===== src/ctks_pkg.sv =====
// ctks_pkg: shared types, codes and defaults of the cosine top-k search block.
// No dependencies; used by every module under src.
package ctks_pkg;

    localparam int MAX_DIM_DEF     = 64;
    localparam int MAX_VECTORS_DEF = 1024;
    localparam int K_MAX_DEF       = 16;

    // reset value of the vector length register
    localparam logic [6:0] VLEN_RESET = 7'd64;
    // staging element count saturates here
    localparam int STAGE_SAT = 127;

    typedef enum logic [0:0] {
        OP_ADD   = 1'b0,
        OP_QUERY = 1'b1
    } op_t;

    typedef enum logic [2:0] {
        ST_ADDED     = 3'd0,
        ST_DUPLICATE = 3'd1,
        ST_FULL      = 3'd2,
        ST_MATCH     = 3'd3,
        ST_EMPTY     = 3'd4,
        ST_LEN_ERR   = 3'd5
    } status_t;

    typedef struct packed {
        op_t                operation;
        logic [31:0]        vector_id;
        logic signed [15:0] element;
        logic               last_element;
        logic [4:0]         top_count;
    } item_t;

    typedef struct packed {
        status_t            status;
        logic [31:0]        match_id;
        logic signed [31:0] score;
        logic               last_result;
    } result_t;

    // control from the sequencer to the best-list unit
    typedef struct packed {
        logic clear;
        logic insert;
    } topk_ctrl_t;

    typedef enum logic [3:0] {
        S_IDLE,
        S_DECIDE,
        S_DUP_RD,
        S_DUP_CMP,
        S_FULL,
        S_SQ_GO,
        S_SQ_WAIT,
        S_N_RD,
        S_N_LD,
        S_N_DIV,
        S_N_WR,
        S_SC_ISS,
        S_SC_DRAIN,
        S_SC_INS,
        S_EMIT,
        S_RESP
    } state_t;

    // address/index width of at least one bit
    function automatic int clog2m1(input int n);
        int w;
        w = (n <= 2) ? 1 : $clog2(n);
        return w;
    endfunction

endpackage


===== src/ctks_div.sv =====
// ctks_div: restoring divider, one quotient bit per cycle.
// Depends on ctks_pkg for the counter width helper.
module ctks_div #(
    parameter int NUM_W = 32,
    parameter int DEN_W = 19
) (
    input  logic             clk,
    input  logic             rst_n,
    input  logic             start,
    input  logic [NUM_W-1:0] num,
    input  logic [DEN_W-1:0] den,
    output logic             done,
    output logic [NUM_W-1:0] quot
);

    localparam int CW = ctks_pkg::clog2m1(NUM_W);

    logic             busy_reg;
    logic             done_reg;
    logic [CW-1:0]    cnt_reg;
    logic [NUM_W-1:0] q_reg;
    logic [DEN_W-1:0] rem_reg;
    logic [DEN_W-1:0] den_reg;

    logic [DEN_W:0]   tr;
    logic [DEN_W:0]   diff;
    logic             ge;

    // trial subtract
    always_comb
    begin
        tr   = {rem_reg, q_reg[NUM_W-1]};
        diff = tr - {1'b0, den_reg};
        ge   = (tr >= {1'b0, den_reg});
    end

    always_ff @(posedge clk or negedge rst_n)
    begin
        if (!rst_n)
        begin
            busy_reg <= 1'b0;
            done_reg <= 1'b0;
            cnt_reg  <= '0;
        end
        else
        begin
            done_reg <= 1'b0;
            if (start)
            begin
                busy_reg <= 1'b1;
                cnt_reg  <= '0;
            end
            else if (busy_reg)
            begin
                cnt_reg <= cnt_reg + 1'b1;
                if (int'(cnt_reg) == NUM_W - 1)
                begin
                    busy_reg <= 1'b0;
                    done_reg <= 1'b1;
                end
            end
        end
    end

    always_ff @(posedge clk)
    begin
        if (start)
        begin
            q_reg   <= num;
            rem_reg <= '0;
            den_reg <= den;
        end
        else if (busy_reg)
        begin
            q_reg   <= {q_reg[NUM_W-2:0], ge};
            rem_reg <= ge ? diff[DEN_W-1:0] : tr[DEN_W-1:0];
        end
    end

    assign done = done_reg;
    assign quot = q_reg;

endmodule


===== config.mk =====
export PLATFORM = sky130hd
export DESIGN_NAME = ctks_div
export DESIGN_NICKNAME = d
export VERILOG_FILES = /design/src/ctks_pkg.sv /design/src/ctks_div.sv
export SDC_FILE = /design/constraint.sdc
export NUM_CORES = 1
export LEC_CHECK = 0
export BUFFER_PORTS_ARGS = -buffer_cell sky130_fd_sc_hd__buf_2
export CAP_MARGIN = 25
export CORE_ASPECT_RATIO = 2
export CORE_MARGIN = 4
export CORE_UTILIZATION = 40
export CTS_CLUSTER_SIZE = 12
export DETAILED_ROUTE_END_ITERATION = 8
export GPL_TIMING_DRIVEN = 0
export SLEW_MARGIN = 25
export SYNTH_ARGS = -nofsm -noshare
export SYNTH_HDL_FRONTEND = slang
export SYNTH_SLANG_ARGS = --single-unit

===== constraint.sdc =====
create_clock -name clk -period 4.4 [get_ports clk]
set_input_delay 0.44 -clock clk [delete_from_list [all_inputs] [get_ports clk]]
set_output_delay 0.44 -clock clk [all_outputs]
set_load 0.01 [all_outputs]

### Word-level counts from Yosys, hierarchy flattened

Cells that the tools add are included.

* $lt $le $gt $ge: 1
* multiplexer cells: 11
* reductions and logical operators: 1
* add/sub/neg operators: 2
* equal/unequal tests: 1

Operators with widths (number)
* $mux W32: 2
* $ge A20 B19 Y1: 1
* $mux W19: 1
* $sub A19 B19 Y19: 1
* $mux W5: 2
* $mux W1: 6
* $add A5 B1 Y5 const B: 1
* $eq A5 B1 Y1 const B: 1
* $reduce_bool A2 Y1: 1

* output and inout bits: 33
* input bits: 54
* register bits after elaboration: 77

### Logic depth before layout (Yosys ltp)

* word-level depth: 4
* mapped depth: 12

### Least setup slack after synthesis

OpenSTA, ideal clock, no wires.

* path kind: register to register
* from: reg q_reg[31] (netlist: quot[31])
* to: reg rem_reg[15]
* stages on the path, launching flop included: 12
* arrival time: 2.592 ns
* period minus slack after synthesis: 2.655 ns
* path slack: 1.745 ns
* required time: 4.337 ns
* cells stage by stage: edfxtp_1 > inv_1 > ha_1 > fa_1 > and2b_1 > o2111ai_2 > a31oi_4 > o211ai_4 > and2_4 > buf_6 > or4b_1 > nand3_1

* cells in the longest elaborated chain, start to end: 2

RTL lines
* start, declared: line ctks_div.sv:21 `logic [NUM_W-1:0] q_reg;`
* start signal, assigned: line ctks_div.sv:69 `q_reg <= num;`
* start signal, assigned: line ctks_div.sv:75 `q_reg <= {q_reg[NUM_W-2:0], ge};`
* $sub A19 B19 Y19 / $ge A20 B19 Y1 (equally long branches): line ctks_div.sv:33, ctks_div.sv:34
* $mux W19 (*): line ctks_div.sv:76 `rem_reg <= ge ? diff[DEN_W-1:0] : tr[DEN_W-1:0];`
* end signal, assigned: line ctks_div.sv:76
* end, declared: line ctks_div.sv:22 `logic [DEN_W-1:0] rem_reg;`

Mark *: on every way between the ends. The rest lies on a longest branch, timed or not.
A chain may end at the register's enable or synchronous reset.

### Worst setup path after layout

* from: reg q_reg[31] (netlist: quot[31])
* to: reg rem_reg[10]

Same word-level chain as after synthesis.

==> impl_results.md <==
- Status: finished, final reports clean
- Placed cell areas: 4770 um2
- Slowest-stage cell, CP: clkbuf_1
- Post-CTS Setup Inserts: 0
- Die Area: 12200 um2
- Cell Area, Synth: 4170 um2
- Total gr overflow: 0
- Worst slew pin tran: 0.880 ns
- Setup TNS: 0 ns
- Critical-path cell list: inv_1, ha_1, fa_1, and2b_1, o2111ai_2, a31oi_4, o211ai_4, nand2_1, clkbuf_1, nand2_1, o21ai_0
- Max Cap Viol: 0
- Fill count: 969
- First-pass GRT wire length: 17100 um
- Period minus WS final: 3.29 ns
- Worst Path Buf+Inv: 2
- Most numerous cell in the Yosys netlist: edfxtp_1
- Slew HR: 41.1%
- PnR worst setup slack: 1.11 ns
- Die height: 152 um
- Cell area after layout: 5110 um2
- Number of global-route vias before repair: 3564
- CTS Buf Count: 9
- Ant diodes: 0
- Crit path launch type: flip-flop
- DR pass1 iterations: 5
- Synth unique cells: 54
- Hold crit path type: in -> reg
- Static Leak: 2.21 nW
- Top cell type's share of synthesized area: 36.7%
- Maximum clock frequency: 304 MHz
- Final setup fails: 0
- Layout Nets: 546
- Final hold vios: 0
- Synth Instances: 372
- Initial antenna violation count: 0
- H-tree levels: 3
- Via count: 3231
- Post-CTS Resized: 0
- # port buffers: 86
- Root Driver: clkbuf_16
- Largest register FFs: 32
- Area grow syn2layout: 22.3%
- Hold Path Depth: 1
- Max-slew violation count: 0
- Synth Flop Type: edfxtp_1
- Site row count: 52
- Crit-path most repeated cell: nand2_1
- Ys Warns: 0
- Syn nets: 448
- Synth top cells by count: 51 x edfxtp_1, 32 x mux2_2, 27 x nor2_1
- All-Layer GR Usage: 17.9%
- Avg Cell Area, Syn: 11.2 um2
- Clock Path Buffers: 2
- Clock Sinks: 77
- Largest net degree at the start of global routing: 33
- Max VDD drop: 0.311 mV
- DRT iter0 DRCs: 134
- Critical Path Fanout Max: 10
- Top post-synthesis cells by area: edfxtp_1 37%, dfxtp_1 9.1%, mux2_2 8.6%, ha_1 6.3%, dfrtp_1 4.2%
- CP endpoint kind: flip-flop
- Pre-CTS WS: 1.15 ns
- Number of synthesized flops with an enable pin: 51
- Global placer's final weighted congestion: 0.846
- Die Width: 80.2 um
- Pwr/cell area: 565 nW/um2
- CP Class: reg -> reg
- Clock slew at reported path FFs: 0.07 ns
- Final wirelength: 10300 um
- Core footprint: 10100 um2
- Fin crit share: 74.7%
- Layout cell share with drive strength beyond 1: 32.4%
- Worst path max stage delay: 0.51 ns
- Initial Util: 41.1%
- Post-synth ARST share: 9.09%
- Reg2Reg Depth: 11
- Antenna viol nets, final: 0
- Pwr Total: 0.00288 W
- Vias per inst: 5.30
- Worst Skew: 0.0109 ns
- IO Count: 87
- Most area-hungry cell type in the Yosys netlist: edfxtp_1
- Worst path required time: 4.65 ns
- Top delay family on crit path: compound AO/OA/AOI/OAI gates
- Post-DP HPWL: 8000 um
- RSZ-0062 raised after global routing: false
- Arr. time, crit path: 3.53 ns
- Sequential-to-total area share from yosys stat: 50.0%
- #FFs+latches synth: 77
- Routed wire per std cell: 16.9 um
- Critical path depth: 11
- DRC errors left: 0
- Clk Latency, worst-skew pair: 0.34 ns
- CTS tree: done
## metrics by stage
stage               hold WS, ns  utilization, %  cells
floorplan                 0.144               -    372
global placement          0.279            47.0    593
detailed placement        0.284            47.0    593
CTS                       0.264            50.3    610
global route              0.260            50.3    610
finish                    0.270            50.3    610
## path summary, 6_finish.rpt
kind / start / end / slack, ns
max: quot[31] / rem_reg[10] / 1.11
min: den[15] / den_reg[15] / 0.27
max reg2reg: quot[31] / rem_reg[10] / 1.11
min reg2reg: rem_reg[18] / rem_reg[18] / 0.47
max in group asynchronous: rst_n / cnt_reg[4] / 3.78
min in group asynchronous: rst_n / busy_reg / 0.46
## area by class of cell
type | count | area [um2] | area share (%)
Clock buffer | 9 | 225 | 4.41
Sequential cell | 77 | 2090 | 40.9
Tap cell | 135 | 169 | 3.31
Buffer | 17 | 81.3 | 1.59
Clock inverter | 7 | 97.6 | 1.91
Multi-Input combinational cell | 253 | 1910 | 37.4
Inverter | 25 | 93.8 | 1.84
Timing Repair Buffer | 87 | 440 | 8.63
## logic make-up after synthesis
logic type / Yosys count / synth area share, %
AO/OA/AOI/OAI: 91 / 16.2
XOR/XNOR: 14 / 2.94
adder cells (fa/ha/maj): 22 / 6.77
buffers and inverters: 42 / 4.20
flip-flops: 77 / 50.0
multiplexers: 35 / 9.35
AND/OR/NAND/NOR: 91 / 10.6
## where the power goes
part / switching (W) / internal, W / total, W / leakage (nW)
Combinational: 0.000611 / 0.000463 / 0.00107 / 1.28
Sequential: 0.0000941 / 0.000910 / 0.00100 / 0.771
Clock: 0.000307 / 0.000499 / 0.000806 / 0.154
Total: 0.00101 / 0.00187 / 0.00288 / 2.21
## routing by layer
layer,vias to the layer above,global-route usage (%),share of wire (%)
met5,-,0,0
met4,0,8.06,3.9
met3,25,4.67,4.5
met2,102,32.7,55
met1,1522,18.5,37
li1,1582,-,-
## what timing repair did
| action | CTS | global route |
|---|---|---|
| hold buffers | 1 | 0 |
| endpoints found under the hold margin | 7 | 0 |
| setup endpoints to repair | 0 | 0 |
## layout by cell type (no fill, tap or decap), types with 4 or more instances in the layout
master and instances:
nand2_2 4, a32oi_1 7, buf_2 87, nor2b_1 5, nor2_1 27, dfrtp_1 7
nand3_1 5, o21ai_0 16, ha_1 21, clkbuf_1 12, nand4_1 6, edfxtp_1 51
nand2_1 25, o211ai_1 5, mux2_2 32, xnor2_1 10, nand2b_1 5, o21a_1 6
clkbuf_16 9, a31oi_1 4, a21oi_1 20, dfxtp_1 19, a21o_1 7, inv_1 24
xor2_1 4, a311oi_1 6
Power figures use the tool's default switching activity.
