`config.mk`:
```
export PLATFORM = sky130hd
export DESIGN_NAME = ctks_isqrt
export DESIGN_NICKNAME = d
export VERILOG_FILES = /design/src/ctks_pkg.sv /design/src/ctks_isqrt.sv
export SDC_FILE = /design/constraint.sdc
export NUM_CORES = 1
export LEC_CHECK = 0
export BUFFER_PORTS_ARGS = -buffer_cell sky130_fd_sc_hd__buf_2
export CORE_ASPECT_RATIO = 1.2
export CORE_UTILIZATION = 35
export DETAILED_ROUTE_END_ITERATION = 10
export PLACE_DENSITY = 0.53
export SLEW_MARGIN = 10
export SYNTH_ARGS = -nofsm -noshare
export SYNTH_HDL_FRONTEND = slang
export SYNTH_SLANG_ARGS = --single-unit
export TNS_END_PERCENT = 10
```
`constraint.sdc`:
```
create_clock -name clk -period 2.1 [get_ports clk]
set_input_delay 0.315 -clock clk [delete_from_list [all_inputs] [get_ports clk]]
set_output_delay 0.315 -clock clk [all_outputs]
set_load 0.01 [all_outputs]
```
`src/ctks_pkg.sv`:
```
// ctks_pkg: shared types, codes and defaults of the cosine top-k search block.
// No dependencies; used by every module under src.
package ctks_pkg;

    localparam int MAX_DIM_DEF     = 64;
    localparam int MAX_VECTORS_DEF = 1024;
    localparam int K_MAX_DEF       = 16;

    // reset value of the vector length register
    localparam logic [6:0] VLEN_RESET = 7'd64;
    // staging element count saturates here
    localparam int STAGE_SAT = 127;

    typedef enum logic [0:0] {
        OP_ADD   = 1'b0,
        OP_QUERY = 1'b1
    } op_t;

    typedef enum logic [2:0] {
        ST_ADDED     = 3'd0,
        ST_DUPLICATE = 3'd1,
        ST_FULL      = 3'd2,
        ST_MATCH     = 3'd3,
        ST_EMPTY     = 3'd4,
        ST_LEN_ERR   = 3'd5
    } status_t;

    typedef struct packed {
        op_t                operation;
        logic [31:0]        vector_id;
        logic signed [15:0] element;
        logic               last_element;
        logic [4:0]         top_count;
    } item_t;

    typedef struct packed {
        status_t            status;
        logic [31:0]        match_id;
        logic signed [31:0] score;
        logic               last_result;
    } result_t;

    // control from the sequencer to the best-list unit
    typedef struct packed {
        logic clear;
        logic insert;
    } topk_ctrl_t;

    typedef enum logic [3:0] {
        S_IDLE,
        S_DECIDE,
        S_DUP_RD,
        S_DUP_CMP,
        S_FULL,
        S_SQ_GO,
        S_SQ_WAIT,
        S_N_RD,
        S_N_LD,
        S_N_DIV,
        S_N_WR,
        S_SC_ISS,
        S_SC_DRAIN,
        S_SC_INS,
        S_EMIT,
        S_RESP
    } state_t;

    // address/index width of at least one bit
    function automatic int clog2m1(input int n);
        int w;
        w = (n <= 2) ? 1 : $clog2(n);
        return w;
    endfunction

endpackage

```
`src/ctks_isqrt.sv`:
```
// ctks_isqrt: iterative integer square root, two radicand bits per cycle.
// Depends on ctks_pkg for the counter width helper.
module ctks_isqrt #(
    parameter int IN_W = 38
) (
    input  logic              clk,
    input  logic              rst_n,
    input  logic              start,
    input  logic [IN_W-1:0]   x,
    output logic              done,
    output logic [IN_W/2-1:0] root
);

    localparam int H  = IN_W / 2;
    localparam int RW = H + 3;
    localparam int CW = ctks_pkg::clog2m1(H);

    logic          busy_reg;
    logic          done_reg;
    logic [CW-1:0] cnt_reg;
    logic [IN_W-1:0] x_reg;
    logic [RW-1:0] rem_reg;
    logic [H-1:0]  root_reg;

    logic [RW-1:0] rem_sh;
    logic [RW-1:0] trial;
    logic          ge;

    // one digit step
    always_comb
    begin
        rem_sh = {rem_reg[RW-3:0], x_reg[IN_W-1:IN_W-2]};
        trial  = RW'({root_reg, 2'b01});
        ge     = (rem_sh >= trial);
    end

    // step control
    always_ff @(posedge clk or negedge rst_n)
    begin
        if (!rst_n)
        begin
            busy_reg <= 1'b0;
            done_reg <= 1'b0;
            cnt_reg  <= '0;
        end
        else
        begin
            done_reg <= 1'b0;
            if (start)
            begin
                busy_reg <= 1'b1;
                cnt_reg  <= '0;
            end
            else if (busy_reg)
            begin
                cnt_reg <= cnt_reg + 1'b1;
                if (int'(cnt_reg) == H - 1)
                begin
                    busy_reg <= 1'b0;
                    done_reg <= 1'b1;
                end
            end
        end
    end

    // datapath
    always_ff @(posedge clk)
    begin
        if (start)
        begin
            x_reg    <= x;
            rem_reg  <= '0;
            root_reg <= '0;
        end
        else if (busy_reg)
        begin
            x_reg    <= {x_reg[IN_W-3:0], 2'b00};
            rem_reg  <= ge ? (rem_sh - trial) : rem_sh;
            root_reg <= {root_reg[H-2:0], ge};
        end
    end

    assign done = done_reg;
    assign root = root_reg;

endmodule

```
# Word-level counts from Yosys, hierarchy flattened
# Cells that the tools add are included.
# word_totals
reg_bits,84
latchBits,0
ramBits,0
mem_bits_ro,0
output_inout_bits,20
elab_cells,22
memories,0
# op_classes
add_sub_neg,2
n_mul,0
n_div,0
n_lt_le_gt_ge,1
n_eq_ne,1
shifts,0
muxes,11
n_bitwise,0
n_reduce_logical,1
# ops
op,n
$mux W38,2
$ge A22 B21 Y1,1
$mux W20,1
$sub A20 B20 Y20,1
$mux W5,2
$mux W1,6
$add A5 B1 Y5 const B,1
$eq A5 B5 Y1 const B,1
$reduce_bool A2 Y1,1

# Depth between registers and ports, before layout
# logic_depth
word_depth,4
depth_mapped,12
mapped_depth_nobuf,9

# Worst setup path before layout
# OpenSTA, ideal clock, no wires.
# synth_timing
kind,register -> register
startpoint,"register root_reg[7], in the netlist root[7]"
endpoint,"register root_reg[0], in the netlist root[0]"
setup_ns,0.165
arrival_ns,2.219
slack_ns,-0.284
path_stages_with_launch,12
period_less_slack_ns,2.384
path_cell_list,dfxtp_1 > inv_1 > ha_1 > a21oi_1 > o21ai_0 > a221oi_2 > a31oi_4 > nand2b_1 > buf_6 > buf_8 > nand2_1 > o21ai_0
# synth_via
elab_chain_len,1
# synth_lines
element,line,source
"start, declared",ctks_isqrt.sv:23,logic [H-1:0] root_reg;
"start signal, assigned",ctks_isqrt.sv:79,"root_reg <= {root_reg[H-2:0], ge};"
$ge A22 B21 Y1,ctks_isqrt.sv:34,ge = (rem_sh >= trial);
# Every way passes these cells.
# A chain may end at the register's enable or synchronous reset.

# Worst setup path after layout
# layout_timing
startpoint,"register root_reg[9], in the netlist root[9]"
endpoint,register rem_reg[5]
# layout_via
elab_chain_len,2
# layout_lines
element,line,source
$ge A22 B21 Y1,ctks_isqrt.sv:34,
$mux W20,ctks_isqrt.sv:78,rem_reg <= ge ? (rem_sh - trial) : rem_sh;
"end signal, assigned",ctks_isqrt.sv:78,
"end, declared",ctks_isqrt.sv:22,logic [RW-1:0] rem_reg;
# Every way passes these cells.

==> metrics.csv <==
stage,metric,value,unit
status,status,finished with violations,
status,failed_checks,setup timing,
cells_and_area,multi_input_area,2630,um^2
timing,finalCritPeriodShare,107,%
clock_tree,cts.path.max_buffers,2,
cells_and_area,syn2layout_area_growth,43.6,%
synthesis,synth_area_leaders,"edfxtp_1 25%, dfxtp_1 17%, mux2_2 9.1%",
floorplanning,fp.coreArea,12700,um^2
cells_and_area,fin_util,51.6,%
worst_setup_path,worst-path-buf-inv,2,
floorplanning,die_x,106,um
floorplanning,start_util,36.0,%
cells_and_area,largest_reg_flops,38,
floorplanning,std_cell_rows,45,
synthesis,yosys.area.top_type,edfxtp_1,
worst_setup_path,slowest_stage,nor4_4,
global_routing,grt-ovfl-total,0,
route,viasPerCell,5.05,
route,detailedRoute.firstPassIterationCount,4,
synthesis,yosysWarningCount,0,
synthesis,synthArstFlopShare,8.33,%
worst_setup_path,cp.arrival,2460,ps
synthesis,syn_inst,428,
clock_tree,clkSlewWorstSetupHoldPaths,70,ps
cells_and_area,finalInstanceArea,6540,um^2
flow_run,cap_violations,0,
worst_setup_path,worst_setup_path_start_kind,flop,
clock_tree,clockRootBuffer,clkbuf_16,
timing,setup_viol,21,
worst_setup_path,required,2310,ps
cells_and_area,fill_cells,1172,
worst_setup_path,path_delay_family,simple AND/OR/NAND/NOR gates,
global_routing,met2_usage,33.4,%
route,drt_iter0_drc,155,
clock_tree,clock_latency,340,ps
global_routing,grt_first_pass_wirelength,19300,um
worst_setup_path,path_class,reg2reg,
synthesis,yosysSeqAreaShare,46.0,%
global_routing,grt_max_degree,39,
timing,layout_setup_ws,-154,ps
route,ant_nets,0,
synthesis,yosys_most_used_dff,dfxtp_1,
timing,tightest_slew,782,ps
placed_design,gp_congestion,0.867,
synthesis,ys_ff_latch,84,
global_routing,grtUsageMet1,20.4,%
route,vias,3804,
pwr,peakVddDrop,0.697,mV
clock_tree,htree_levels,3,
cells_and_area,seq_area,2110,um^2
timing,rsz0062_at_grt,yes,
floorplanning,ios,61,
timing,slew_headroom,47.8,%
timing,fin_worst_skew,14.2,ps
placed_design,dpl-instance-area,5780,um^2
cells_and_area,nNetsFinal,649,
synthesis,syn_area,4550,um^2
worst_setup_path,max_stage_delay,380,ps
synthesis,synth.top_cell.area_share,25.1,%
placed_design,dp.cells,721,
clock_tree,cts.sinks,84,
floorplanning,die_area,13500,um^2
global_routing,grt_busiest_layer,met2,
global_routing,grt_pass1_vias,4025,
pwr,p_leak,2.93,nW
floorplanning,die_height,127,um
worst_setup_path,end_kind,flop,
synthesis,synth_cell_types,54,
cells_and_area,layout-drive-gt1-share,49.7,%
pwr,p_per_area,1440,nW/um^2
placed_design,hpwl,8180,um
global_routing,antenna_found_initial,0,
worst_hold_path,hold_class,in2reg,
worst_setup_path,critPathMaxFanout,6,
clock_tree,cts_tree,yes,
route,wl_per_cell,15.4,um
timing,slew_violations,0,
synthesis,synth-edff-count,38,
global_routing,grtUsageMet3,3.96,%
placed_design,port_buffers,60,
cells_and_area,antenna_cells,0,
timing,period_needed,2250,ps
timing,hold_violations,0,
synthesis,syn-num-nets,492,
worst_setup_path,crit_path_cell_trace,inv_2 > ha_4 > nand2_4 > nor4_4 > o21ai_4 > a31oi_4 > nand2b_4 > buf_6 > mux2i_1 > o22ai_1,
global_routing,grt.total_usage,18.2,%
placed_design,pre_cts_slack,-270,ps
timing,fmax,0.444,GHz
route,routed_wl,11600,um
cells_and_area,final_cells,754,
route,drc,0,
synthesis,syn_avg_cell_area,10.6,um^2
clock_tree,cts_buffers,9,
## layout make-up
class                      count  area share, %
clock buffer                   9           3.44
clock inverter                 7           1.51
inverter                      26           1.49
multi-input combinational    297           40.2
sequential                    84           32.3
tap                          164           3.14
timing repair buffer         167           18.0
## metal layers
layer,vias up,share of wire [%]
met4,0,1.3
met1,1849,41
met3,12,4.6
li1,1859,-
met5,-,0
met2,84,53
## cell usage after synthesis (all sizes together) (5+ instances only)
cell and number:
nor2 43, dfxtp 39, edfxtp 38, mux2 37, nand2 32, inv 26
mux2i 26, ha 23, a21oi 19, o21ai 19, clkbuf 15, xnor2 12
a21o 9, xor2 9, dfrtp 7, a211oi 6, buf 6, a31oi 5
## worst reg2reg max path, stage by stage (launching register included)
cell      delay, ps
dfxtp_2         340
inv_2            50
ha_4            290
nand2_4          70
nor4_4          380
o21ai_4         120
a31oi_4         200
nand2b_4        260
buf_6           140
mux2i_1         180
o22ai_1          90
## worst paths after layout
path | from | to | slack, ps | depth (start not counted)
max | root[9] | rem_reg[5] | -150 | 10
min | x[0] | x_reg[0] | 270 | 2
max reg2reg | root[9] | rem_reg[5] | -150 | 10
min reg2reg | root[0] | root[0] | 490 | 2
max in group asynchronous | rst_n | busy_reg | 1590 | 2
min in group asynchronous | rst_n | cnt_reg[0] | 340 | 2
## layout by cell type (no fill, tap or decap), types with 10 or more instances in the layout
master    netlist  layout
mux2i_1        26      24
mux2_2         37      37
buf_2           3      60
dfxtp_1        39      29
dfxtp_2         0      10
ha_4            0      12
nand2_1        29      22
xnor2_1        12      12
edfxtp_1       38      38
inv_1          26      21
buf_4           0      99
ha_1           23      11
a21oi_1        19      13
nor2_1         42      41
## cell families (layout without fill, tap and decap cells)
| kind of cell | after synthesis | in the layout | synth area share (%) |
|---|---|---|---|
| DFF | 84 | 84 | 46.0 |
| AOI/OAI and AO/OA | 88 | 88 | 14.0 |
| adders and majority gates | 23 | 23 | 6.32 |
| xor gates and xnor gates | 21 | 21 | 4.04 |
| buffers and inverters | 47 | 209 | 4.37 |
| muxes | 63 | 63 | 14.9 |
| and+or+nand+nor | 102 | 102 | 10.4 |
## report_power, final
| group | total [mW] | internal, mW | switching, mW |
|---|---|---|---|
| Clock | 1.76 | 1.05 | 0.706 |
| Combinational | 5.54 | 2.94 | 2.60 |
| Sequential | 2.13 | 1.97 | 0.154 |
## stage by stage
stage	setup TNS, ps	total power [mW]	hold slack, ps
final	-2350	9.42	265
after global routing	-4480	10.0	266
after detailed placement	-4310	6.37	158
after global placement	-3980	6.34	155
after CTS	-2140	9.15	258
after floorplan	-1710	5.01	19.4
## repair_timing
item,in CTS,in global routing
gates resized for setup,42,20
pin swaps,21,19
endpoints found under the hold margin,7,0
hold buffers,1,0
buffers inserted,13,2
endpoints found under the setup margin,21,21
cloned,1,0
No activity file was read; power rests on OpenSTA's default activity.
