**config.mk**
```make
export PLATFORM = sky130hd
export DESIGN_NAME = ctks_topk
export DESIGN_NICKNAME = d
export VERILOG_FILES = /design/src/ctks_pkg.sv /design/src/ctks_topk.sv
export SDC_FILE = /design/constraint.sdc
export NUM_CORES = 2
export LEC_CHECK = 0
export BUFFER_PORTS_ARGS = -buffer_cell sky130_fd_sc_hd__buf_2
export CAP_MARGIN = 20
export CORE_MARGIN = 4
export CORE_UTILIZATION = 30
export CTS_CLUSTER_DIAMETER = 120
export DETAILED_ROUTE_END_ITERATION = 10
export GPL_TIMING_DRIVEN = 0
export PLACE_DENSITY_LB_ADDON = 0.05
export RECOVER_POWER = 50
export SYNTH_ARGS = -nofsm -noshare
export SYNTH_HDL_FRONTEND = slang
export SYNTH_SLANG_ARGS = --single-unit
```
**constraint.sdc**
```tcl
create_clock -name clk -period 12.2 [get_ports clk]
set_clock_uncertainty 0.05 [all_clocks]
set_input_delay 0.61 -clock clk [delete_from_list [all_inputs] [get_ports clk]]
set_output_delay 0.61 -clock clk [all_outputs]
set_load 0.02 [all_outputs]
```
**src/ctks_pkg.sv**
```systemverilog
// ctks_pkg: shared types, codes and defaults of the cosine top-k search block.
// No dependencies; used by every module under src.
package ctks_pkg;

    localparam int MAX_DIM_DEF     = 64;
    localparam int MAX_VECTORS_DEF = 1024;
    localparam int K_MAX_DEF       = 16;

    // reset value of the vector length register
    localparam logic [6:0] VLEN_RESET = 7'd64;
    // staging element count saturates here
    localparam int STAGE_SAT = 127;

    typedef enum logic [0:0] {
        OP_ADD   = 1'b0,
        OP_QUERY = 1'b1
    } op_t;

    typedef enum logic [2:0] {
        ST_ADDED     = 3'd0,
        ST_DUPLICATE = 3'd1,
        ST_FULL      = 3'd2,
        ST_MATCH     = 3'd3,
        ST_EMPTY     = 3'd4,
        ST_LEN_ERR   = 3'd5
    } status_t;

    typedef struct packed {
        op_t                operation;
        logic [31:0]        vector_id;
        logic signed [15:0] element;
        logic               last_element;
        logic [4:0]         top_count;
    } item_t;

    typedef struct packed {
        status_t            status;
        logic [31:0]        match_id;
        logic signed [31:0] score;
        logic               last_result;
    } result_t;

    // control from the sequencer to the best-list unit
    typedef struct packed {
        logic clear;
        logic insert;
    } topk_ctrl_t;

    typedef enum logic [3:0] {
        S_IDLE,
        S_DECIDE,
        S_DUP_RD,
        S_DUP_CMP,
        S_FULL,
        S_SQ_GO,
        S_SQ_WAIT,
        S_N_RD,
        S_N_LD,
        S_N_DIV,
        S_N_WR,
        S_SC_ISS,
        S_SC_DRAIN,
        S_SC_INS,
        S_EMIT,
        S_RESP
    } state_t;

    // address/index width of at least one bit
    function automatic int clog2m1(input int n);
        int w;
        w = (n <= 2) ? 1 : $clog2(n);
        return w;
    endfunction

endpackage

```
**src/ctks_topk.sv**
```systemverilog
// ctks_topk: sorted best-match list, insertion of one candidate per cycle.
// Depends on ctks_pkg for the control struct and width helper.
module ctks_topk #(
    parameter int K_MAX = 16
) (
    input  logic                                   clk,
    input  logic                                   rst_n,
    input  ctks_pkg::topk_ctrl_t                   ctrl,
    input  logic [$clog2(K_MAX+1)-1:0]             limit,
    input  logic signed [31:0]                     cand_score,
    input  logic [31:0]                            cand_id,
    input  logic [ctks_pkg::clog2m1(K_MAX)-1:0]    rd_idx,
    output logic signed [31:0]                     rd_score,
    output logic [31:0]                            rd_id,
    output logic [$clog2(K_MAX+1)-1:0]             count
);

    localparam int KW = $clog2(K_MAX + 1);

    logic signed [31:0] score_reg [K_MAX];
    logic [31:0]        id_reg    [K_MAX];
    logic [KW-1:0]      count_reg;

    logic signed [31:0] score_next [K_MAX];
    logic [31:0]        id_next    [K_MAX];
    logic [K_MAX-1:0]   gt;

    // candidate beats entry p (empty slots always lose)
    always_comb
    begin
        for (int p = 0; p < K_MAX; p++)
        begin
            gt[p] = (p >= int'(count_reg))
                    || (cand_score > score_reg[p])
                    || ((cand_score == score_reg[p]) && (cand_id < id_reg[p]));
        end
    end

    // shift lower entries down, drop candidate in at its place
    always_comb
    begin
        for (int p = 0; p < K_MAX; p++)
        begin
            score_next[p] = score_reg[p];
            id_next[p]    = id_reg[p];
            if (gt[p])
            begin
                if (p == 0)
                begin
                    score_next[p] = cand_score;
                    id_next[p]    = cand_id;
                end
                else if (!gt[p-1])
                begin
                    score_next[p] = cand_score;
                    id_next[p]    = cand_id;
                end
                else
                begin
                    score_next[p] = score_reg[p-1];
                    id_next[p]    = id_reg[p-1];
                end
            end
        end
    end

    always_ff @(posedge clk or negedge rst_n)
    begin
        if (!rst_n)
        begin
            count_reg <= '0;
        end
        else if (ctrl.clear)
        begin
            count_reg <= '0;
        end
        else if (ctrl.insert && (count_reg < limit))
        begin
            count_reg <= count_reg + 1'b1;
        end
    end

    always_ff @(posedge clk)
    begin
        if (ctrl.insert)
        begin
            for (int p = 0; p < K_MAX; p++)
            begin
                score_reg[p] <= score_next[p];
                id_reg[p]    <= id_next[p];
            end
        end
    end

    assign rd_score = score_reg[rd_idx];
    assign rd_id    = id_reg[rd_idx];
    assign count    = count_reg;

endmodule

```
# --- After elaboration in Yosys (flattened, before gate mapping) ---
# Memories as Yosys holds them, arrays and structs flattened.
# Index checks and enable logic that the tools add are counted.
# W data, S select, Z words.
totals:
  ramBits: 1024
  ff_bits: 5
  n_memories: 2
op_classes:
  eq_ne: 16
  reduce_logical: 50
  magnitude_cmp: 49
  addsub: 1
  mux: 66
mem_list:
  columns: ["memory", "depth", "width", "read_ports", "rd_clocked_by_memory_dff", "wr", "line_no", "source"]
  rows:
  - ["id_reg", 16, 32, 17, 0, 16, "ctks_topk.sv:21", "logic [31:0] id_reg [K_MAX];"]
  - ["score_reg", 16, 32, 17, 0, 16, "ctks_topk.sv:20", "logic signed [31:0] score_reg [K_MAX];"]
op_table:
  columns: ["cell", "count"]
  rows:
  - ["$mux W32", 62]
  - ["$eq A32 B32 Y1", 16]
  - ["$gt A32 B32 Y1", 16]
  - ["$lt A32 B32 Y1", 16]
  - ["$ge A4 B5 Y1 const A", 8]
  - ["$logic_or A1 B1 Y1", 32]
  - ["$ge A3 B5 Y1 const A", 4]
  - ["$logic_and A1 B1 Y1", 17]
  - ["$ge A1 B5 Y1 const A", 2]
  - ["$ge A2 B5 Y1 const A", 2]
  - ["$mux W5", 2]
  - ["$add A5 B1 Y5 const B", 1]
  - ["$lt A5 B5 Y1", 1]
  - ["$mux W1", 2]
  - ["$reduce_bool A2 Y1", 1]

# --- Logic depth before layout (Yosys ltp) ---
logic_depth:
  ltp_word: 5
  depth_mapped: 13
  depth_no_buf: 10

# --- Least setup slack after synthesis ---
# No wires, ideal clock.
synth_timing:
  path_type: "input -> register"
  startpoint: "in cand_score[0]"
  endpoint: "mem id_reg[15][0], enable pin"
  slack_ns: 4.572
  cell_stages: 11
  setup_time_ns: 0.585
  t_required_ns: 11.565
  arrival_ns: 6.994
  cell_sequence: "clkbuf_1 -> inv_1 -> ha_1 -> nor2b_1 -> o211ai_1 -> a21oi_1 -> a2111o_1 -> a31oi_1 -> o21ai_0 -> a32o_1 -> a21boi_0"
synth_lines:
  columns: ["item", "line_no", "source"]
  rows:
  - ["start: declaration", "ctks_topk.sv:10", "input logic signed [31:0] cand_score,"]
  - ["end: declaration", "ctks_topk.sv:21", null]

==> impl_metrics.py <==
metrics = {
    "placement": {
        "numPlacedInstances": 9774,
        "gp_congestion": 0.822,
        "port_buffers": 141,
        "dpl_cell_area_mm2": 0.0823,
        "hpwl_um": 245000,
    },
    "floorplanning": {
        "core-area_mm2": 0.251,
        "initial_core_util_pct": 30.2,
        "fp-row-count": 184,
        "die_w_um": 511,
        "boundaryPins": 146,
        "dieArea_mm2": 0.261,
        "dieHeight_um": 511,
    },
    "clock_network": {
        "cts_setup_buffers": 0,
        "cts_made_buffers": 142,
        "cts-root-buf": "clkbuf_16",
        "clk_pin_slew_ns": 0.06,
        "cts_sinks": 1029,
        "clock_latency_ns": 0.81,
        "cts-htree-levels": 4,
        "cts_buffer_depth": 3,
        "cts_tree": "yes",
    },
    "layout": {
        "finalNonFillerCells": 10051,
        "stdcell_area_mm2": 0.0859,
        "syn2layout_area_growth_pct": 13.3,
        "drive_above_1_share_pct": 17.2,
        "fin_nets": 7674,
    },
    "timing": {
        "setup-violations-final": 0,
        "fin_tns_setup_ns": 0,
        "tightest_slew_ns": 2.79,
        "max-slew-margin-rel_pct": -85.9,
        "fin_crit_sh_pct": 75.8,
        "rsz0062_at_grt": "false",
        "max_freq_mhz": 108,
        "final_hold_viol_count": 0,
        "fin_crit_ns": 9.24,
        "slew_viol_final": 1315,
    },
    "critical_path": {
        "crit_start": "cand_score[31]",
        "critPathLaunchType": "primary input",
        "crit_arrival_ns": 9.57,
        "crit_path_end_kind": "register",
        "slowest_delay_ns": 1.71,
        "critPathMaxFanout": 23,
        "critical_path_class": "primary input to register",
        "crit_chain": "clkbuf_1, ha_1, nand4_1, nor2_1, and4_1, nand2_1, a2111oi_0, a21o_1, a21oi_1, clkbuf_1, clkbuf_1, nor2b_1, clkbuf_1",
        "crit_end": "id_reg[13][19]",
        "worst-path-stages": 13,
        "cp_num_buf_inv": 4,
        "path_delay_family": "buffers and inverters",
        "reg2reg_depth": 13,
        "reg2reg_from": "score_reg[13][19]",
        "crit_required_ns": 12.53,
        "crit_top_cell": "clkbuf_1",
        "crit_slowest_cell": "a2111oi_0",
        "r2r_slack_ns": 3.54,
        "r2r_end": "id_reg[13][19]",
    },
    "status": {
        "status": "finished, violations left",
        "failed_checks": "max-capacitance violations, max-slew violations",
    },
    "pwr": {
        "power_mw": 10.4,
        "powerDensity_mw_per_mm2": 121,
        "p_leak_nw": 35.5,
        "irDropWorstVdd_mv": 0.101,
    },
    "synth": {
        "yosysUniqueCellTypes": 73,
        "yosysTopAreaCell": "edfxtp_1",
        "syn-num-nets": 7298,
        "netlist_top_cells_count": "1024 x edfxtp_1, 1020 x inv_1, 1015 x ha_1",
        "postSynthCellCount": 6206,
        "ys_warn_count": 0,
        "synth_most_common_cell": "edfxtp_1",
        "synthesis.area_mm2": 0.0759,
        "syn-mean-instance-area_um2": 12.2,
        "synth_edf_count": 1024,
        "ys_seq_elements": 1029,
        "synthArstFlopShare_pct": 0.486,
        "synth_area_leaders": "edfxtp_1 41%, ha_1 17%, mux4_2 9.5%, mux2_2 7.6%, mux2_1 6.1%",
        "yosysSeqAreaShare_pct": 40.7,
        "netlist.area_leader.share_pct": 40.5,
        "synth_ff_type": "edfxtp_1",
    },
    "routing": {
        "first_pass_iters": 5,
        "drtIter0Drc": 3862,
        "vias_per_cell": 5.27,
        "wl_um": 313000,
        "wl_per_cell_um": 31.2,
        "drc": 0,
        "final_antenna_net_count": 0,
        "via_count": 52946,
    },
    "grt": {
        "grt_max_degree": 41,
        "grt_pass1_wl_um": 437000,
        "first_global_vias": 54066,
        "track_usage_pct": 23.5,
        "antenna_found_initial": 28,
        "gr-total-overflow": 0,
    },
    "min_path": {
        "min_path_type": "primary input to async pin",
    },
    "flow_run": {
        "drv_cap": 70,
    },
}
[logic make-up after synthesis]
group | synth area share [%]
mux | 24.0
buf+inv | 6.46
compound gates | 6.69
fa+ha+maj | 16.7
xor+xnor | 0.0577
simple gates | 5.32
flops | 40.7
[per-layer routing]
layer	part of all wire [%]	global-route usage, %	vias to the layer above
met2	49	41.0	1103
met1	44	31.4	27402
met3	3.8	2.34	309
met4	3.1	5.44	2
met5	0.0041	0	-
li1	-	-	24130
[worst reg2reg max path: cells and delay by family, from the launching register on]
kind            cells  cell delay, ns
flops               1            0.40
fa+ha+maj           1            0.31
simple gates        5            2.57
compound gates      3            2.17
buf+inv             4            2.70
[where the power goes]
| group | switching (mW) | total (mW) | internal (mW) | leakage (nW) |
|---|---|---|---|---|
| Clock | 1.78 | 4.07 | 2.28 | 2.12 |
| Combinational | 1.19 | 1.96 | 0.765 | 23.3 |
| Sequential | 0.201 | 4.39 | 4.18 | 10.1 |
[metrics by stage]
stage / hold slack [ns] / util (%) / worst slack, ns
floorplan: 0.264 / - / 4.57
global placement: 0.378 / 32.1 / -4.30
detailed placement: 0.381 / 32.7 / 3.88
CTS: 0.00867 / 34.4 / 4.58
global route: 0.118 / 34.2 / 2.59
finish: 0.149 / 34.2 / 2.96
[final cells by class]
| class | count | area (µm²) |
|---|---|---|
| fillers | 25322 | 165000 |
| multi-input cells | 3910 | 40000 |
| flip-flops and latches | 1029 | 30900 |
| well taps | 3348 | 4190 |
| inverters | 1020 | 3830 |
| clock buffers | 172 | 3730 |
| repair buffers | 232 | 1680 |
| plain buffers | 247 | 985 |
| clock inverters | 82 | 589 |
| diodes | 11 | 27.5 |
[how the worst min path moves through the flow]
stage / from / endpoint / slack, ns / cells past startpoint
after floorplan: rst_n / count[0] / 0.26 / 0
after global placement: rst_n / count[0] / 0.38 / 1
after detailed placement: rst_n / count[0] / 0.38 / 1
after CTS: cand_id[0] / id_reg[0][0] / 0.009 / 1
after global routing: rst_n / count[4] / 0.12 / 2
final: rst_n / count[0] / 0.15 / 2
[placed cells by master (no fill, tap or decap), drive strengths merged, types with 10 or more instances in the layout]
cell     instances
ha            1015
nand3          105
a221o           10
and2            12
a21oi          368
nor2           113
nand2          202
a21o            87
o21a            12
inv           1028
o21ai          128
o211ai          30
nand4          175
clkinv          67
edfxtp        1024
mux4           320
diode           11
nand2b          19
nor4            21
a2111oi         21
and4            18
nor2b           45
a211oi          44
buf            130
a31oi           13
a221oi          16
clkbuf         519
mux2           962
a21boi          13
nor3            39
[what timing repair did]
item,CTS,global route
gates resized for setup,0,0
hold buffers,2,0
hold endpoints to repair,10,0
(Power assumes the default switching activity.)
