===== config.mk =====
export PLATFORM = sky130hd
export DESIGN_NAME = ctks_ram
export DESIGN_NICKNAME = d
export VERILOG_FILES = /design/src/ctks_pkg.sv /design/src/ctks_ram.sv
export SDC_FILE = /design/constraint.sdc
export NUM_CORES = 1
export LEC_CHECK = 0
export ABC_CLOCK_PERIOD_IN_PS = 2100
export CAP_MARGIN = 10
export CORE_MARGIN = 10
export CORE_UTILIZATION = 57
export DETAILED_ROUTE_END_ITERATION = 8
export DONT_BUFFER_PORTS = 1
export GPL_TIMING_DRIVEN = 0
export PLACE_DENSITY = 0.76
export SLEW_MARGIN = 20
export SYNTH_ARGS = -nofsm -noshare
export SYNTH_HDL_FRONTEND = slang
export SYNTH_SLANG_ARGS = --single-unit

===== constraint.sdc =====
create_clock -name clk -period 2.1 [get_ports clk]
set_input_delay 0.105 -clock clk [delete_from_list [all_inputs] [get_ports clk]]
set_output_delay 0.105 -clock clk [all_outputs]
set_load 0.02 [all_outputs]

===== src/ctks_pkg.sv =====
// ctks_pkg: shared types, codes and defaults of the cosine top-k search block.
// No dependencies; used by every module under src.
package ctks_pkg;

    localparam int MAX_DIM_DEF     = 64;
    localparam int MAX_VECTORS_DEF = 1024;
    localparam int K_MAX_DEF       = 16;

    // reset value of the vector length register
    localparam logic [6:0] VLEN_RESET = 7'd64;
    // staging element count saturates here
    localparam int STAGE_SAT = 127;

    typedef enum logic [0:0] {
        OP_ADD   = 1'b0,
        OP_QUERY = 1'b1
    } op_t;

    typedef enum logic [2:0] {
        ST_ADDED     = 3'd0,
        ST_DUPLICATE = 3'd1,
        ST_FULL      = 3'd2,
        ST_MATCH     = 3'd3,
        ST_EMPTY     = 3'd4,
        ST_LEN_ERR   = 3'd5
    } status_t;

    typedef struct packed {
        op_t                operation;
        logic [31:0]        vector_id;
        logic signed [15:0] element;
        logic               last_element;
        logic [4:0]         top_count;
    } item_t;

    typedef struct packed {
        status_t            status;
        logic [31:0]        match_id;
        logic signed [31:0] score;
        logic               last_result;
    } result_t;

    // control from the sequencer to the best-list unit
    typedef struct packed {
        logic clear;
        logic insert;
    } topk_ctrl_t;

    typedef enum logic [3:0] {
        S_IDLE,
        S_DECIDE,
        S_DUP_RD,
        S_DUP_CMP,
        S_FULL,
        S_SQ_GO,
        S_SQ_WAIT,
        S_N_RD,
        S_N_LD,
        S_N_DIV,
        S_N_WR,
        S_SC_ISS,
        S_SC_DRAIN,
        S_SC_INS,
        S_EMIT,
        S_RESP
    } state_t;

    // address/index width of at least one bit
    function automatic int clog2m1(input int n);
        int w;
        w = (n <= 2) ? 1 : $clog2(n);
        return w;
    endfunction

endpackage


===== src/ctks_ram.sv =====
// ctks_ram: generic single-write, single-read RAM with registered read data.
// Depends on ctks_pkg for the address width helper.
module ctks_ram #(
    parameter int WIDTH = 16,
    parameter int DEPTH = 64
) (
    input  logic                                    clk,
    input  logic                                    we,
    input  logic [ctks_pkg::clog2m1(DEPTH)-1:0]     waddr,
    input  logic [WIDTH-1:0]                        wdata,
    input  logic                                    re,
    input  logic [ctks_pkg::clog2m1(DEPTH)-1:0]     raddr,
    output logic [WIDTH-1:0]                        rdata
);

    logic [WIDTH-1:0] mem_reg [DEPTH];
    logic [WIDTH-1:0] rdata_reg;

    // write port and registered read port
    always_ff @(posedge clk)
    begin
        if (we)
        begin
            mem_reg[waddr] <= wdata;
        end
        if (re)
        begin
            rdata_reg <= mem_reg[raddr];
        end
    end

    assign rdata = rdata_reg;

endmodule


Word-level counts from Yosys, hierarchy flattened

Memories as Yosys holds them, arrays and structs flattened. A register that Yosys moved wholly into a read port is not among the register bits.
Cells that the tools add are included.

Register bits: 0
Memory bits (writable): 1024
Memories: 1
Output and inout bits: 16
Word-level logic and storage cells: 3
Bits of input ports: 31

Multiplexer cells: 2

Memories:

| memory  | depth | width | read ports | clocked after memory_dff | wr ports | RTL line       | source |
|---|---|---|---|---|---|---|---|
| mem_reg | 64    | 16    | 1          | 1                        | 1        | ctks_ram.sv:16 | `logic [WIDTH-1:0] mem_reg [DEPTH];` |

Operators with widths:

| kind              | number |
|---|---|
| two-way mux 1 bit | 2 |

Logic depth before layout (Yosys ltp)

Gate-level depths: netlist (run 1).

Depth in word-level cells: 2
Depth in mapped cells: 10

Least setup slack after synthesis (run 1)

OpenSTA, ideal clock, no wires.

Path kind: input to register
Start: input port waddr[3] (netlist bit)
End: memory mem_reg[48][0] (enable)
Stages: 4
Data required time: 1691 ps
Setup slack: -40 ps
Setup time: 409 ps
Data arrival time: 1731 ps
Cell sequence: clkbuf_1 nor2b_1 nand4b_1 nor3_1

RTL lines:

| item            | RTL line       | source |
|---|---|---|
| start, declared | ctks_ram.sv:9  | `input logic [ctks_pkg::clog2m1(DEPTH)-1:0] waddr,` |
| end, declared   | ctks_ram.sv:16 |  |

Straight into the memory's write port.

Final worst setup path (run 1)

Start: input port waddr[1] (netlist bit)
End: memory mem_reg[47][3] (enable)

Straight into the memory's write port.

==> results of run 1 <==
[final cells by class]
type	instances	area share
diodes	3	0.000161
plain buffers	104	0.0160
clock buffers	118	0.0565
clock inverters	61	0.0133
multi-input cells	685	0.191
flip-flops and latches	1040	0.670
well taps	940	0.0252
repair buffers	86	0.0284
[layout by cell type (no fill, tap or decap), types with 8 or more instances in the layout]
| cell | n |
|---|---|
| a22oi_1 | 35 |
| mux2i_4 | 13 |
| a31oi_4 | 8 |
| buf_16 | 16 |
| edfxtp_1 | 1040 |
| buf_6 | 37 |
| a211oi_1 | 8 |
| mux2i_1 | 64 |
| mux4_2 | 220 |
| a211o_1 | 8 |
| nand2_1 | 57 |
| a21oi_1 | 16 |
| mux2_2 | 25 |
| a221oi_1 | 11 |
| clkbuf_16 | 103 |
| clkinv_2 | 17 |
| nor2_2 | 59 |
| dlygate4sd3_1 | 18 |
| nand4_1 | 12 |
| mux2i_2 | 8 |
| clkinv_1 | 25 |
| nand3_1 | 23 |
| bufinv_16 | 13 |
| buf_2 | 31 |
| buf_8 | 35 |
| nor2b_1 | 30 |
| clkbuf_1 | 36 |
| buf_4 | 16 |
| nor2_1 | 10 |
[metal layers]
| metal | GRT usage | vias to the layer above |
|---|---|---|
| met3 | 0.0613 | 258 |
| met4 | 0.0975 | 4 |
| met5 | 0 | - |
| met2 | 0.391 | 1472 |
| met1 | 0.332 | 10513 |
| li1 | - | 8089 |
[report_power, final]
group          total (mW)  internal, mW  switching, mW
combinational        2.52         0.941           1.58
sequential           23.1          23.0         0.0844
clock                18.0          10.5           7.49
total                43.6          34.5           9.15
[worst reg2reg max path, delay by kind of cell, from the launching register on]
family,cells,cell delay (ns)
DFF,1,0.40
muxes,2,0.82
and+or+nand+nor,3,0.67
[per-stage QoR]
| stage | instance area (um^2) | instances | TNS [ns] | utilization | setup slack (ns) |
|---|---|---|---|---|---|
| global placement | 41400 | 2769 | -676.50 | 0.591 | -1.11 |
| CTS | 46400 | 3034 | -1.98 | 0.662 | -0.0632 |
| finish | 46600 | 3037 | -5.68 | 0.666 | -0.118 |
| global route | 46600 | 3034 | -6.54 | 0.666 | -0.152 |
| floorplan | 40200 | 1829 | 0 | - | 0.0372 |
| detailed placement | 42300 | 2821 | -241.56 | 0.603 | -0.900 |
[timing repair]
item / in CTS / in global routing
gates resized for setup: 48 / 48
hold buffers: 34 / 0
hold endpoints to repair: 1056 / 0
setup endpoints to repair: 61 / 173
cloned: 0 / 0
pin swaps: 11 / 13
[cell families after synthesis]
family          Yosys count  share of synthesized area
flops                  1040                      0.777
mux                     336                      0.155
simple gates            220                     0.0264
compound gates          129                     0.0240
buf+inv                 104                     0.0182
[how the worst max path moves through the flow]
stage                   from             end  slack [ns]
CTS                 waddr[1]  mem_reg[7][12]       -0.06
floorplan           waddr[5]  mem_reg[39][0]        0.04
global placement    waddr[1]  mem_reg[23][3]       -1.11
global route        waddr[1]  mem_reg[31][2]       -0.15
detailed placement  raddr[2]        rdata[4]       -0.90
finish              waddr[1]  mem_reg[47][3]       -0.12
==> key figures, run 1 <==
Synthesis
  • Yosys top cell area share: 0.777
  • Avg Cell Area, Syn: around 22 um^2
  • Total nets after synthesis: between 1,500 and 2,000
  • Distinct cells, synth: 42
  • Seq/Total Area, Yosys: 0.777
  • Synth Instances: 1,829
  • Post-synth EDFFs: ~1,000
  • Fraction of registers with async set or reset after synthesis: 0
  • YS warnings: 0
  • Most common cell in the netlist: edfxtp_1
  • Top post-synthesis cells by count: edfxtp_1, mux4_2, mux2i_1
  • Flops & latches, synth: about 1,000
  • Ys flop type: edfxtp_1
  • Synthesized cell area: roughly 0.04 mm^2
  • Cell taking the most area after synthesis: edfxtp_1
  • Largest cells by area after synthesis: edfxtp_1, mux4_2, mux2i_1

Worst hold path
  • Worst hold start: we
  • Min-delay worst type: in2reg
  • Hold endpoint: mem_reg[49][6]
  • Hold path depth: 3

Power and ir drop
  • LEAKAGE: ~15 nW
  • VDD IR max: 0.752 mV
  • Power, Total: 43.6 mW
  • PD cells: 935 mW/mm^2

Worst setup path
  • R2r setup slk: -0.05 ns
  • Critical Path AT: 2.50 ns
  • CP Buf/Inv Count: 1
  • Setup crit end kind: register
  • Cell family with most CP delay: simple AND/OR/NAND/NOR gates
  • Slowest cell delay on critical path: approximately 1.1 ns
  • Critical path's slowest cell: nor2_2
  • Critical path class: in2reg
  • Worst path depth: 3
  • RR Endpoint: rdata[12]
  • Worst path required time: about 2.4 ns
  • Critical Path Fanout Max: 16
  • FF-to-FF Start: mem_reg[20][12]
  • Crit start category: primary input
  • Worst R2R Path Depth: 5
  • CP cell instances: clkbuf_1 > nand4_1 > nor2_2

CTS
  • Clk_lat worst skew: ~0.66 ns
  • Clock root cell: clkbuf_16
  • TritonCTS buffer count: 99
  • Setup Fix Bufs, Post-CTS: 0
  • H-tree Lvls: 3
  • Clock Sinks: ~1,000
  • CTS Buffer Depth: 3
  • CTS tree: done
  • Clk pin slew, worst setup/hold paths: approximately 0.060 ns

Global routing
  • GRT Total Usage: 0.248
  • Pin count of the biggest net entering global routing: 65
  • GRT overflow: 0
  • Vias in the first global route: slightly above 20,000
  • First-pass GRT wire length: around 140 mm
  • Initial antenna violation count: 8

STA
  • PnR worst setup slack: -0.118 ns
  • Highest Clock Rate: between 0.4 and 0.5 GHz
  • Slew Viols, Final: 0
  • Final Cycle Share: 1.06
  • RSZ-0062 raised after global routing: true
  • Worst-case clock skew: between 0.02 and 0.025 ns
  • # setup viols final: 82
  • Final critical-path required period: 2.22 ns
  • Fin. Hold Viols: 0
  • Worst Tran Pin Value: between 1 and 1.5 ns
  • Hold Worst Slack: 0.113 ns
  • Slew HR: 0.313

Floorplan
  • Core Box Area: around 0.07 mm^2
  • Die width: about 290 um
  • Die footprint: ~0.082 mm^2
  • Initial Util: 0.574
  • IO Pins: 47
  • # rows: 97
  • Die span in y: 286 um

Routing
  • Post-Route WL: slightly above 100 mm
  • Drt wl/cell: 33.3 um
  • DRT iter0 DRCs: about 3,200
  • Routed length on met3: roughly 12 mm
  • Post-route DRC: 0
  • Met2 wire length: ~49 mm
  • Routed Antenna Nets: 0
  • Count of TritonRoute iterations in the first routing pass: 6
  • Met1 wire length: 35.9 mm
  • Highest metal used: met5
  • Via density: between 6 and 7
  • Vias: about 20,000

Layout
  • Multi-input logic area: just under 0.009 mm^2
  • Reg area: 0.0312 mm^2
  • Share of cells above drive strength 1: 0.313
  • Layout fillers: 4,283
  • Max reg flops: between 1,000 and 1,500
  • Area growth, synth to finish: 16.0%
  • Final net count: 2,047

Place
  • Port bufs: 0
  • RePlAce Congestion: between 0.9 and 1
  • Dpl hpwl: 63.6 mm

Outcome
  • Failing checks: negative setup slack
  • Status: finished with violations

Flow run
  • Max-cap violations: 0
(Power assumes the default switching activity.)
==> inputs of run 2 (changes only) <==
- SKIP_CTS_REPAIR_TIMING: not set -> 1
==> run 2 against run 1 <==
The flow still finishes with violations (negative setup slack). Register-to-register slack worse by 0.05 ns. Maximum frequency is 0.38% lower. Routed wire length is 0.69% lower. Critical endpoint is now mem_reg[47][11].
==> key figures, run 2 (synthesis gave the netlist of run 1 again) <==
Outcome
  • Status: finished with violations
  • Failing checks: negative setup slack

Power and ir drop
  • VDD IR max: 0.806 mV (+7.1%)
  • LEAKAGE: 14.7 nW (about the same)
  • PD cells: 935 mW/mm^2 (about the same)
  • Power, Total: 43.6 mW (-0.12%)

Place
  • RePlAce Congestion: 0.906 (unchanged)
  • Port bufs: 0 (unchanged)
  • Dpl hpwl: 63.6 mm (unchanged)
  • Placed cell area: 0.0423 mm^2 (unchanged)

Layout
  • Layout fillers: 4,292 (+0.21%)
  • Max reg flops: 1,024 (unchanged)
  • Post-route cell area: 0.0466 mm^2 (-0.12%)
  • Commonest non-fill, non-tap cells in the layout: edfxtp_1, mux4_2, clkbuf_16
  • Area growth, synth to finish: 15.8%
  • Most common cell after layout, fill and taps aside: edfxtp_1
  • Share of cells above drive strength 1: 0.309 (-0.00382)
  • Final net count: 2,047 (unchanged)

CTS
  • H-tree Lvls: 3 (unchanged)
  • Clk pin slew, worst setup/hold paths: 0.06 ns (about the same)
  • Clock root cell: clkbuf_16
  • Clock Sinks: 1,040 (unchanged)
  • TritonCTS buffer count: 99 (unchanged)
  • CTS tree: done
  • CTS Buffer Depth: 3 (unchanged)
  • Clk_lat worst skew: 0.67 ns (about the same)

Routing
  • Routed Antenna Nets: 0 (unchanged)
  • DRT iter0 DRCs: 2,898 (-9.5%)
  • Via density: 6.66 (-0.53%)
  • Post-Route WL: 101 mm (-0.69%)
  • Drt wl/cell: 33.1 um (-0.69%)
  • Post-route DRC: 0 (unchanged)
  • Vias: 20,229 (-0.53%)
  • Count of TritonRoute iterations in the first routing pass: 7 (+1)

STA
  • Final Cycle Share: 1.06 (+0.00401)
  • Slew HR: 0.318 (+0.00462)
  • Highest Clock Rate: 0.449 GHz (-0.38%)
  • RSZ-0062 raised after global routing: true
  • Worst Tran Pin Value: 1.02 ns (-0.00691 ns)
  • # setup viols final: 61 (-26%)
  • PnR worst setup slack: -0.127 ns (-0.00843 ns)
  • Final critical-path required period: 2.23 ns (+0.00843 ns)
  • Hold Worst Slack: 0.0183 ns (-0.0949 ns)
  • Fin. Hold Viols: 0 (unchanged)
  • Worst-case clock skew: 0.0271 ns (+0.00432 ns)
  • Slew Viols, Final: 0 (unchanged)
  • Final TNS setup: -5.51 ns (+0.174 ns)

Floorplan
  • # rows: 97 (unchanged)
  • Initial Util: 0.574 (unchanged)
  • Die footprint: 0.0816 mm^2 (unchanged)
  • Die width: 286 um (unchanged)
  • IO Pins: 47 (unchanged)
  • Die span in y: 286 um (unchanged)
  • Core Box Area: 0.0700 mm^2 (unchanged)

Worst setup path
  • R2r setup slk: -0.10 ns (-0.05 ns)
  • Critical Path AT: 2.50 ns (about the same)
  • Setup crit end kind: register
  • Crit start category: primary input
  • Worst path required time: 2.38 ns (about the same)
  • Critical Path Fanout Max: 16 (unchanged)
  • Critical path class: in2reg

Global routing
  • GRT overflow: 0 (unchanged)
  • GRT Total Usage: 0.244 (-0.00398)
  • Vias in the first global route: 19,918 (-1.7%)
  • Initial antenna violation count: 10 (+2)
  • Pin count of the biggest net entering global routing: 65 (unchanged)
  • First-pass GRT wire length: 142 mm (-1.7%)

Worst hold path
  • Min-delay worst type: in2reg

Flow run
  • Max-cap violations: 0 (unchanged)
-- run 2: power by group --
part / leakage (nW) / switching, mW / total, mW / internal, mW
Clock: 1.59 / 7.45 / 17.9 / 10.5
Sequential: 9.37 / 0.0841 / 23.1 / 23.0
Combinational: 3.70 / 1.58 / 2.51 / 0.931
Total: 14.7 / 9.11 / 43.6 / 34.4
-- run 2: layout make-up --
cell class                 instances  area [um^2]  share of cell area
tap                              940         1180              0.0253
antenna                            3         7.51            0.000161
clock inverter                    61          619              0.0133
timing repair buffer              86         1330              0.0285
buffer                           104          748              0.0161
multi-input combinational        685         8830               0.190
clock buffer                     118         2630              0.0566
sequential                      1040        31200               0.671
-- run 2: stage by stage --
step | cells | util | worst slack [ns]
2_1_floorplan | 1829 | - | 0.0372
3_5_place_dp | 2821 | 0.603 | -0.900
3_3_place_gp | 2769 | 0.591 | -1.11
6_report | 3037 | 0.665 | -0.127
4_1_cts | 3000 | 0.650 | -0.387
5_1_grt | 3036 | 0.665 | -0.170
-- run 2: critical path, stage by stage --
cell and delay, ns:
clkbuf_1 0.40, nand4_1 0.89, nor2_2 1.08
-- run 2: final timing paths --
kind                    from               to  cells past startpoint
max                 waddr[1]  mem_reg[47][11]                      3
min                 waddr[0]   mem_reg[48][7]                      2
max reg2reg   mem_reg[23][9]         rdata[9]                      5
min reg2reg  mem_reg[36][14]        rdata[14]                      4
-- run 2: per-layer routing --
layer | up-vias | GRT usage | routed length, um
met5 | - | 0 | 62
met4 | 10 | 0.0924 | 4370
met3 | 268 | 0.0658 | 11600
met2 | 1398 | 0.384 | 48400
met1 | 10466 | 0.326 | 36000
li1 | 8087 | - | -
